### src/const_accel_motion_profile_unit_defines.svh
// ----------------------------------------------------------------------------
// Assertion macros for the motion profile unit
// Two forms: same-cycle implication and next-cycle implication, both
// clocked on clk and disabled while arst_n is low.
// ----------------------------------------------------------------------------
`ifndef CONST_ACCEL_MOTION_PROFILE_UNIT_DEFINES_SVH
`define CONST_ACCEL_MOTION_PROFILE_UNIT_DEFINES_SVH

// antecedent holds -> consequent holds in the same cycle
`define CMPU_ASSERT_IMP(lbl, ante, cons, msg) \
	lbl: assert property (@(posedge clk) disable iff (!arst_n) (ante) |-> (cons)) \
		else $error(msg);

// antecedent holds -> consequent holds in the next cycle
`define CMPU_ASSERT_NXT(lbl, ante, cons, msg) \
	lbl: assert property (@(posedge clk) disable iff (!arst_n) (ante) |=> (cons)) \
		else $error(msg);

`endif

### src/cmpu_dly.sv
// ----------------------------------------------------------------------------
// cmpu_dly
// Fixed delay line that keeps side data aligned with the arithmetic.
// ----------------------------------------------------------------------------
module cmpu_dly #(
	parameter int W = 8,
	parameter int N = 2
) (
	input  logic         clk,
	input  logic         arst_n,
	input  logic         en,
	input  logic [W-1:0] din,
	output logic [W-1:0] dout
);

	logic [W-1:0] tap_s [N];

	// shift on every advance
	always_ff @(posedge clk or negedge arst_n) begin
		if (!arst_n) begin
			for (int i = 0; i < N; i++)
				tap_s[i] <= '0;
		end else if (en) begin
			tap_s[0] <= din;
			for (int i = 1; i < N; i++)
				tap_s[i] <= tap_s[i-1];
		end
	end

	assign dout = tap_s[N-1];

endmodule

### config.mk
export PLATFORM = sky130hd
export DESIGN_NAME = cmpu_dly
export DESIGN_NICKNAME = d
export VERILOG_FILES = /design/src/const_accel_motion_profile_unit_defines.svh /design/src/cmpu_dly.sv
export SDC_FILE = /design/constraint.sdc
export NUM_CORES = 1
export LEC_CHECK = 0
export BUFFER_PORTS_ARGS = -buffer_cell sky130_fd_sc_hd__buf_2
export CORE_MARGIN = 1.5
export CORE_UTILIZATION = 49
export DETAILED_ROUTE_END_ITERATION = 6
export PLACE_DENSITY = 0.82
export RECOVER_POWER = 100
export SYNTH_ARGS = -nofsm -noshare
export SYNTH_HDL_FRONTEND = slang
export SYNTH_SLANG_ARGS = --single-unit
### constraint.sdc
create_clock -name clk -period 1 [get_ports clk]
set_clock_uncertainty 0.2 [all_clocks]
set_input_delay 0.1 -clock clk [delete_from_list [all_inputs] [get_ports clk]]
set_output_delay 0.1 -clock clk [all_outputs]
set_load 0.03 [all_outputs]
# Word level (Yosys, flattened, before mapping)
# Index checks and enable logic that the tools add are counted.
# word_totals
ff_bits,16
input_bits,11
out_inout_bits,8
elab_cells,2

# Longest topological paths before layout
# logic_depth
word_depth,0
mapped_depth,3
depth_no_buf,1

# Worst setup path before layout
# OpenSTA, ideal clock, no wires.
# synth_path
path_kind,input to register
start,input port en
end,"register tap_s, in the netlist dout[0]"
setup_time_ns,0.125
t_arrival_ns,0.636
required_time_ns,0.675
path_slack_ns,0.038
stages,3
path_buffers,2
cell_sequence,buf_6 > buf_12 > mux2_4
# synth_lines
element,line,rtl
"start, declared",cmpu_dly.sv:11,"input logic en,"
"end signal, assigned by index",cmpu_dly.sv:26,tap_s[i] <= tap_s[i-1];
"end, declared",cmpu_dly.sv:16,logic [W-1:0] tap_s [N];
# No word-level cell between the ends.

# Final worst setup path
# layout_path
start,"register tap_s, in the netlist dout[0]"
end,output port dout[0]
# layout_lines
element,line,rtl
"end, declared",cmpu_dly.sv:13,output logic [W-1:0] dout
# No word-level cell between the ends.

==> impl_results.md <==
* Buffers on Ports at 18
* Pin count of the biggest net entering global routing at 17
* Hold crit path type: input port to flop
* Worst Setup Start Kind: flop
* Die height at between 40 and 50 µm
* Initial antenna violation count at 0
* Clk pwr share at roughly a quarter
* # nets final at 74
* Hold-fix buffers, CTS at 1
* Critical path's largest stage delay at 410 ps
* M2 GR Usage at about a quarter
* Power per cell area at 1830 mW/mm²
* Flip-flop and latch count after synthesis at 16
* Buffers & Inverters on Critical Path at 1
* DRC at 0
* TritonRoute pass-1 iters at 2
* Drt via density at about 4.7
* Routed Antenna Nets at 0
* Yosys warning total at 0
* RSZ-0062 raised after global routing: yes
* CTS tree: done
* Max-capacitance violation count at 0
* Comb pwr share at between 20% and 30%
* Most frequent cells in the layout: dfrtp_1 (16), mux2_4 (11), buf_2 (9), buf_6 (9)
* Number of placement rows at 13
* TNS Setup at -1540 ps
* Worst R2R End: dout[5]
* Crit path DAT at between 800 and 900 ps
* Worst Path Required at ~700 ps
* Post-synthesis sequential area ratio at between 50% and 60%
* Worst Reg-to-Reg Cells at 2
* Mapped Area at just over 700 µm²
* Worst rel slew slack at about 74%
* Routability cong. at roughly 0.66
* Num ports at 19
* Final period util at 113%
* R2r setup slk at -100 ps
* Cell variety after synth at 6
* Largest buffer count on any clock path at 2
* Synth-to-Final Area Change at 26.3%
* Full die area at 0.00169 mm²
* Placed Area at between 700 and 800 µm²
* Gr ovfl total at 0
* Slowest CP cell: dfrtp_1
* Iteration-0 DRC Markers at 2
* Total Routed Length at between 1 and 1.5 mm
* Via count at 362
* Final hold vios at 8
* H-tree levels at 1
* Design Area, Final at 896 µm²
* Synth Instances at between 40 and 50
* Critical path cell sequence: buf_6
* Core Area at ~0.0013 mm²
* Largest cells by area after synthesis: dfrtp_1 (56%), mux2_4 (21%), mux2_2 (9.5%)
* Initial Util at between 50% and 60%
* Status: finished, violations left
* Gr usage total at between 10% and 20%
* CP Capture Type: output pin
* M1 GR Usage at between 10% and 20%
* Hold depth at 2
* Top delay family on crit path: flip-flops
* Number of inserted diodes at 0
* Post-synth top area share at between 50% and 60%
* Internal power at between 1000 and 1500 µW
* First-pass GRT wire length at approximately 1.5 mm
* Worst setup margin at -135 ps
* CTS Sinks at 16
* Die width at around 41 µm
* CP Class: flop to output pin
* Maximum clock rate at just under 900 MHz
* WHS Endpoint: tap_s[10]
* Layout cells sized above 1 at ~73%
* Leak at 0.000450 µW
* Synth area leader: dfrtp_1
* DR WL/cell at roughly 13 µm
* Clock latency on the worst-skew pair at between 200 and 300 ps
* CP max FO at 2
* Reg2reg start: dout[5]
* Switching Share at 26.0%
* Synth Area per Inst at between 15 and 20 µm²
* Hold Crit Start: din[2]
* Num CTS Buffers at 3
* Root buffer cell: clkbuf_4
* CTS clk-pin slew, worst paths at ~90 ps
* Hold slack at -152 ps
* Vias in the first global route at around 340
* Global routing's busiest layer: met2
* Peak VDD IR at 0.867 mV
* Leading cell type in the layout, fill and taps excluded: dfrtp_1
* Reg power frac at a little under half
* Worst Tran Pin Value at around 390 ps
* Post-synthesis net count at 53
* P_sw at about 430 µW
* Routing usage on met3 at around 3.3%
* Failing checks: hold timing, setup timing
* Max-slew violations at 0
* Final min period at between 1000 and 1500 ps
* Setup-failing EPs final at 14
==> worst max path at each step <==
stage	from	endpoint	slack [ps]	cells after the start
6_report	dout[0]	dout[0]	-130	1
4_1_cts	dout[0]	dout[0]	-140	1
5_1_grt	dout[5]	dout[5]	-180	1
3_3_place_gp	en	dout[7]	-20	3
3_5_place_dp	en	tap_s[9]	-30	3
2_1_floorplan	en	dout[0]	40	3
==> timing repair <==
action / 4_1_cts / 5_1_grt
gates resized for setup: 16 / 2
endpoints found under the setup margin: 9 / 15
endpoints found under the hold margin: 24 / 8
buffers inserted: 6 / 0
==> through the flow <==
| stage | hold slack, ps | cells | utilization, % | power [µW] | setup slack (ps) |
|---|---|---|---|---|---|
| floorplan | -396 | 42 | - | 1080 | 38.4 |
| global route | -172 | 77 | 68.0 | 1730 | -176 |
| detailed placement | -174 | 66 | 56.7 | 1110 | -28.2 |
| finish | -152 | 77 | 68.0 | 1640 | -135 |
| CTS | -161 | 77 | 67.4 | 1650 | -141 |
| global placement | -178 | 66 | 56.7 | 1100 | -18.5 |
==> layout make-up <==
cell class	count	area (µm²)
fill	93	422
tap	15	18.8
clock buffer	4	36.3
sequential	16	400
multi-input combinational	16	221
timing repair buffer	26	219
==> routing by layer <==
layer  wire length [µm]  vias up
li1                   -      172
met1                447      180
met2                545       10
met3                 45        0
met4                  0        0
met5                  0        -
==> sequential cells by signal (all words and copies together) (netlist names) <==
signal / count
tap_s: 8
dout: 8
==> power by group through the flow <==
stage / clock (µW) / combinational [µW] / sequential, µW
final: 407 / 445 / 783
after global routing: 462 / 470 / 797
after floorplan: 0 / 311 / 770
after CTS: 427 / 442 / 780
after detailed placement: 0 / 327 / 782
after global placement: 0 / 318 / 780
==> cell usage after synthesis <==
master and number:
dfrtp_1 16, mux2_4 10, buf_4 8, mux2_2 6, buf_12 1, buf_6 1
==> worst register-to-register path: cells and delay by family (launching register included) <==
family                 cells  cell delay [ps]
buffers and inverters      1              120
muxes                      1              260
DFF                        1              410
==> kinds of logic after synthesis <==
logic type	share of synthesized area, %
muxes	30.7
DFF	56.4
buffers and inverters	12.9
No activity file was read; power rests on OpenSTA's default activity.
