==> src/const_accel_motion_profile_unit_defines.svh <==
// ----------------------------------------------------------------------------
// Assertion macros for the motion profile unit
// Two forms: same-cycle implication and next-cycle implication, both
// clocked on clk and disabled while arst_n is low.
// ----------------------------------------------------------------------------
`ifndef CONST_ACCEL_MOTION_PROFILE_UNIT_DEFINES_SVH
`define CONST_ACCEL_MOTION_PROFILE_UNIT_DEFINES_SVH

// antecedent holds -> consequent holds in the same cycle
`define CMPU_ASSERT_IMP(lbl, ante, cons, msg) \
	lbl: assert property (@(posedge clk) disable iff (!arst_n) (ante) |-> (cons)) \
		else $error(msg);

// antecedent holds -> consequent holds in the next cycle
`define CMPU_ASSERT_NXT(lbl, ante, cons, msg) \
	lbl: assert property (@(posedge clk) disable iff (!arst_n) (ante) |=> (cons)) \
		else $error(msg);

`endif

==> src/cmpu_pkg.sv <==
// ----------------------------------------------------------------------------
// cmpu_pkg
// Shared constants, types and helpers of the motion profile unit.
// ----------------------------------------------------------------------------
package cmpu_pkg;

	// default fraction bits of the velocity and acceleration results
	localparam int VEL_FRAC_DEF = 32;
	localparam int ACC_FRAC_DEF = 48;

	// field widths
	localparam int TW   = 33;   // sample time
	localparam int HW   = 32;   // height
	localparam int DURW = 32;   // duration
	localparam int FRW  = 17;   // Q0.16 fractions
	localparam int QW   = 64;   // quotient magnitude
	localparam int DW   = 98;   // widest denominator (EV*D)

	localparam logic [FRW-1:0] ONE_Q16 = 17'h10000;

	// multiplier limb width and unit latencies
	localparam int LIMB    = 32;
	localparam int MUL_LAT = 2;
	localparam int DIV_LAT = QW + 2;
	localparam int NL      = 3;   // divider lanes: position, velocity, acceleration

	// lane numbers
	localparam int LN_POS = 0;
	localparam int LN_VEL = 1;
	localparam int LN_ACC = 2;

	// register indexes
	localparam logic [1:0] REG_HEIGHT   = 2'd0;
	localparam logic [1:0] REG_DURATION = 2'd1;
	localparam logic [1:0] REG_ACC_END  = 2'd2;
	localparam logic [1:0] REG_DEC_BEG  = 2'd3;

	// segment codes
	localparam logic [1:0] SEG_ACC = 2'd0;
	localparam logic [1:0] SEG_CRU = 2'd1;
	localparam logic [1:0] SEG_DEC = 2'd2;

	// per-item control that travels beside the arithmetic
	typedef struct packed {
		logic          vld;
		logic          bad;    // unusable configuration
		logic          zero;   // outputs all zero
		logic          full;   // move finished: position is h
		logic [1:0]    seg;
		logic          hneg;
		logic [HW-1:0] hmag;
	} side_t;

	localparam int SIDE_W = $bits(side_t);

	// sign a magnitude, saturating to the signed 64-bit range
	function automatic logic [QW-1:0] apply_sign(input logic [QW-1:0] mag, input logic neg);
		logic [QW-1:0] r;
		if (!neg)
			r = mag[QW-1] ? {1'b0, {(QW-1){1'b1}}} : mag;
		else
			r = mag[QW-1] ? {1'b1, {(QW-1){1'b0}}} : ({QW{1'b0}} - mag);
		return r;
	endfunction

endpackage

==> src/cmpu_mul.sv <==
// ----------------------------------------------------------------------------
// cmpu_mul
// Unsigned multiplier in two stages: limb partial products, then their sum.
// ----------------------------------------------------------------------------
module cmpu_mul import cmpu_pkg::*; #(
	parameter int AW = 32,
	parameter int BW = 32
) (
	input  logic            clk,
	input  logic            en,
	input  logic [AW-1:0]   a,
	input  logic [BW-1:0]   b,
	output logic [AW+BW-1:0] p
);

	localparam int NA = (AW + LIMB - 1) / LIMB;
	localparam int NB = (BW + LIMB - 1) / LIMB;
	localparam int PW = AW + BW;

	logic [NA*LIMB-1:0]   a_pad;
	logic [NB*LIMB-1:0]   b_pad;
	logic [2*LIMB-1:0]    pp_s1 [NA][NB];
	logic [PW-1:0]        sum;
	logic [PW-1:0]        p_s2;

	assign a_pad = (NA*LIMB)'(a);
	assign b_pad = (NB*LIMB)'(b);

	// stage 1: limb by limb products
	always_ff @(posedge clk) begin
		if (en) begin
			for (int i = 0; i < NA; i++)
				for (int j = 0; j < NB; j++)
					pp_s1[i][j] <= a_pad[i*LIMB +: LIMB] * b_pad[j*LIMB +: LIMB];
		end
	end

	// stage 2: weighted sum of the partial products
	always_comb begin
		sum = '0;
		for (int i = 0; i < NA; i++)
			for (int j = 0; j < NB; j++)
				sum = sum + (PW'(pp_s1[i][j]) << ((i + j) * LIMB));
	end

	always_ff @(posedge clk) begin
		if (en)
			p_s2 <= sum;
	end

	assign p = p_s2;

endmodule

==> config.mk <==
export PLATFORM = sky130hd
export DESIGN_NAME = cmpu_mul
export DESIGN_NICKNAME = d
export VERILOG_FILES = /design/src/const_accel_motion_profile_unit_defines.svh /design/src/cmpu_pkg.sv /design/src/cmpu_mul.sv
export SDC_FILE = /design/constraint.sdc
export NUM_CORES = 2
export LEC_CHECK = 0
export BUFFER_PORTS_ARGS = -buffer_cell sky130_fd_sc_hd__buf_2
export CELL_PAD_IN_SITES_DETAIL_PLACEMENT = 2
export CELL_PAD_IN_SITES_GLOBAL_PLACEMENT = 2
export CORE_ASPECT_RATIO = 0.5
export CORE_UTILIZATION = 43
export DETAILED_ROUTE_END_ITERATION = 10
export GPL_ROUTABILITY_DRIVEN = 0
export GPL_TIMING_DRIVEN = 0
export PLACE_DENSITY = 0.84
export SKIP_CTS_REPAIR_TIMING = 1
export SYNTH_ARGS = -nofsm -noshare
export SYNTH_HDL_FRONTEND = slang
export SYNTH_SLANG_ARGS = --single-unit
==> constraint.sdc <==
create_clock -name clk -period 9.5 [get_ports clk]
set_clock_uncertainty 0.2 [all_clocks]
set_input_delay 0 -clock clk [delete_from_list [all_inputs] [get_ports clk]]
set_output_delay 0 -clock clk [all_outputs]
set_load 0.005 [all_outputs]
* After elaboration in Yosys (flattened, before gate mapping)
Memory sizes are Yosys's and may differ from the RTL's. A register that Yosys moved wholly into a read port is not among the register bits.
Index checks and enable logic that the tools add are counted.
** Storage, ports and cells
- RAM bits :: 64
- Bits in registers :: 0
- Memories kept :: 1
- Bits of input ports :: 66
- Word-level logic and storage cells :: 4
** Memories
- pp_s1 :: words 1, bits a word 64, rd ports 1, clocked after memory_dff 1, write ports 1, RTL line cmpu_mul.sv:22 : logic [2*LIMB-1:0] pp_s1 [NA][NB];
** Operators by class
- Multipliers :: 1
- Muxes and demuxes :: 2
** Operators by type and width (count)
- multiplier 32 x 32 -> 64 bit :: 1
- two-way mux 1 bit :: 2

* Logic depth before layout (Yosys ltp)
- Depth after elaboration :: 2
- Mapped depth :: 29

* Least setup slack after synthesis
Ideal clock, no wire load.
- Path type :: input port to flip-flop
- Start :: in b[9]
- End :: mem pp_s1[0][60] (netlist name) (data pin)
- Setup slack :: 1.979 ns
- Data arrival time :: 7.059 ns
- Setup time :: 0.262 ns
- Stages on the path :: 26
- Path through :: clkbuf_1 > nand2_1 > fa_1 > inv_1 > fa_1 > inv_1 > fa_1 > inv_1 > fa_1 > fa_1 > fa_1 > fa_1 > inv_1 > fa_1 > inv_1 > ha_1 > and3_1 > and3_2 > and2_4 > a2111o_1 > a32oi_1 > a31oi_1 > a221o_1 > a221oi_1 > o21ai_1 > xor2_1
** Between the ends
- Longest elaborated chain between the ends :: 1
** Ends and longest elaborated chain
- start, declared :: RTL line cmpu_mul.sv:12 : input logic [BW-1:0] b,
- multiplier 32 x 32 -> 64 bit :: RTL line cmpu_mul.sv:34 : pp_s1[i][j] <= a_pad[i*LIMB +: LIMB] * b_pad[j*LIMB +: LIMB];
- end, declared :: RTL line cmpu_mul.sv:22
No other way between the ends.

* Worst setup path after layout
- Start :: in b[9]
- End :: mem pp_s1[0][63] (netlist name) (data pin)
The elaborated chain is that of the path after synthesis.

==> results by group <==
STA
  – Sum Neg Setup Slack: -0.0829 ns
  – Least-Margin Pin Slew: 1.39 ns
  – Final Max Slew Viols: 0
  – Rel. slew slack: 0.0741
  – Minimum clock period after layout: 9.54 ns
  – Fin crit share: 1.00
  – Final hold vios: 0
  – Final Setup Violations: 3
  – Highest clock rate: 0.105 GHz
  – Final worst slack: -0.0440 ns

Critical path
  – Critical path class: input pin to flip-flop
  – CP cell instances: buf_2 > clkbuf_1 > nand2_1 > fa_1 > fa_1 > fa_1 > fa_1 > inv_1 > fa_1 > fa_1 > fa_1 > fa_1 > ha_1 > clkbuf_1 > nand2_1 > o21ai_0 > nand3b_1 > o21ba_2 > o21ai_1 > a21oi_1 > or2_1 > o41ai_1 > xnor2_1
  – CP most frequent cell: fa_1
  – Crit-path slowest cell: clkbuf_1
  – Crit. End Element: flip-flop
  – Buf+Inv Stages, Crit Path: 4
  – Max FO, Critical Path: 10
  – Req. time, crit path: 9.53 ns
  – Crit path DAT: 9.57 ns
  – Startpoint types: input pin
  – Top delay family on crit path: adder cells
  – Critical path's largest stage delay: 0.95 ns

Cells and area
  – Fillers: 9075
  – Commonest cells after routing, fill and taps aside: fa_1, inv_1, and2_1, nand2_1, ha_1
  – Non-filler cells, final: 5134
  – FF+latch area: 3840 sq um
  – P&R area growth vs syn: 7.61%
  – Commonest non-fill, non-tap cell in the layout: fa_1
  – Share of layout cells above drive strength 1: 0.0508
  – Area occupied by multi-input gates: 29100 sq um
  – Final nets: 5168
  – Design area: 39900 sq um

Route
  – Via/cell ratio: 6.08
  – Post-Route WL: 184 mm
  – Avg WL per Cell: 35.8 um
  – Pre-Repair DR Iteration Count: 6
  – DRT antenna net count: 0
  – 1st-iter DRT viols: 2912
  – DRC Markers: 0
  – Vias: 31200

Clocking
  – Clk_lat worst skew: 0.49 ns
  – H-tree lvl count: 4
  – CTS clock-pin slew for the worst setup and hold paths: 0.08 ns
  – CTS tree: done
  – Number of clock sinks: 128
  – Cts bufs inserted: 17
  – Root buf cell: clkbuf_16
  – Clk buf depth: 2

Synth
  – EDFF count, synth: 128
  – Register area share after synthesis: 0.104
  – Ys flop type: edfxtp_1
  – Flops & latches, synth: 128
  – Mapped Nets: 5016
  – Post-synthesis instance area: 37100 sq um
  – Synth warn: 0
  – Post-synth cell types: 71
  – Cell count after synthesis: 3791
  – Asr flop ratio synth: 0
  – Post-Syn Area per Cell: 9.79 sq um

Floorplan
  – Die Span X: 417 um
  – Die Area: 87500 sq um
  – Initial Util: 0.438
  – I/O pin count: 130
  – Core area: 84600 sq um
  – Standard-cell row count: 75
  – Die height: 210 um

GRT
  – Grt met3 use: 0.128
  – Initial antenna violation count: 35
  – Total congestion overflow: 0
  – Global routing usage on met1: 0.450
  – GR peak layer: met2
  – Vias in the first global route: 37300
  – All-layer global routing usage: 0.419
  – Largest net degree at the start of global routing: 105
  – Global-route wire length before repair: 257 mm
  – GR Util met2: 0.682

Place
  – Post-DP HPWL: 144 mm
  – Area after DPL: 39200 sq um
  – Input/output buffers: 129
  – Inst Count DP: 5076

Status
  – Run status: complete, but fails checks
  – Failing checks: negative setup slack

Flow run
  – Total of max-cap violations: 0

Worst hold path
  – Hold Crit Class: flip-flop to flip-flop
-- state kept, by name (all words and copies together), names as in the netlist --
register  cells
p            64
pp_s1        64
-- kinds of logic after synthesis --
kind of cell,after synthesis,share of synthesized area
xor gates and xnor gates,62,0.0146
adders and majority gates,1159,0.572
buffers and inverters,1075,0.111
DFF,128,0.104
muxes,1,0.000270
AOI/OAI and AO/OA,202,0.0358
and+or+nand+nor,1164,0.162
-- cell usage after synthesis (all sizes together), types with 2 or more instances --
cell,n,area share
and2,601,0.10
o41ai,2,0.00067
a31oi,16,0.0031
o21bai,9,0.0018
nor2,31,0.0031
a21o,34,0.0069
a211o,3,0.00074
nand2b,3,0.00051
o21ai,40,0.0054
nor3,7,0.00094
nand4,18,0.0030
inv,861,0.087
xnor2,35,0.0083
nand3,11,0.0016
and3,9,0.0016
o31ai,3,0.00098
a41oi,2,0.00067
ha,263,0.089
nor2b,3,0.00051
a221oi,2,0.00047
buf,5,0.0011
edfxtp,128,0.10
xor2,27,0.0064
o21a,5,0.0012
a211oi,5,0.0011
fa,896,0.48
a21oi,66,0.0090
nand2,473,0.048
clkbuf,207,0.022
-- layout make-up --
| type | count | share of cell area |
|---|---|---|
| inverters | 861 | 0.0810 |
| plain buffers | 214 | 0.0231 |
| multi-input cells | 2588 | 0.730 |
| clock buffers | 17 | 0.0107 |
| flip-flops and latches | 128 | 0.0963 |
| clock inverters | 15 | 0.00367 |
| repair buffers | 133 | 0.0178 |
| well taps | 1155 | 0.0362 |
| diodes | 23 | 0.00144 |
-- stage by stage --
stage               worst slack (ns)  hold slack, ns  utilization
floorplan                       1.98         -0.0875            -
global placement             -0.0126           0.193        0.463
detailed placement            -0.482           0.186        0.463
CTS                          -0.0269          -0.326        0.470
global route                 -0.0622           0.220        0.471
finish                       -0.0440           0.215        0.472
-- layer usage --
| metal | wire, um | part of all wire | up-vias |
|---|---|---|---|
| met5 | 173 | 0.00094 | - |
| met4 | 19000 | 0.10 | 22 |
| met3 | 19300 | 0.11 | 1125 |
| met2 | 85500 | 0.47 | 2405 |
| met1 | 59600 | 0.32 | 16200 |
| li1 | - | - | 11400 |
-- path summary, 6_finish.rpt --
check / start / endpoint / slack, ns / cells past startpoint
worst max-delay path: b[9] / pp_s1[0][63]$_DFFE_PP_ / -0.04 / 23
worst min-delay path: pp_s1[0][35]$_DFFE_PP_ / p[35]$_DFFE_PP_ / 0.21 / 0
worst min register to register: pp_s1[0][35]$_DFFE_PP_ / p[35]$_DFFE_PP_ / 0.21 / 0
worst max register to register: pp_s1[0][44]$_DFFE_PP_ / p[44]$_DFFE_PP_ / 8.55 / 0
Power is left out: the tool's default activity adds up to more than one toggle a clock period on the data nets, which glitch-free logic cannot reach.
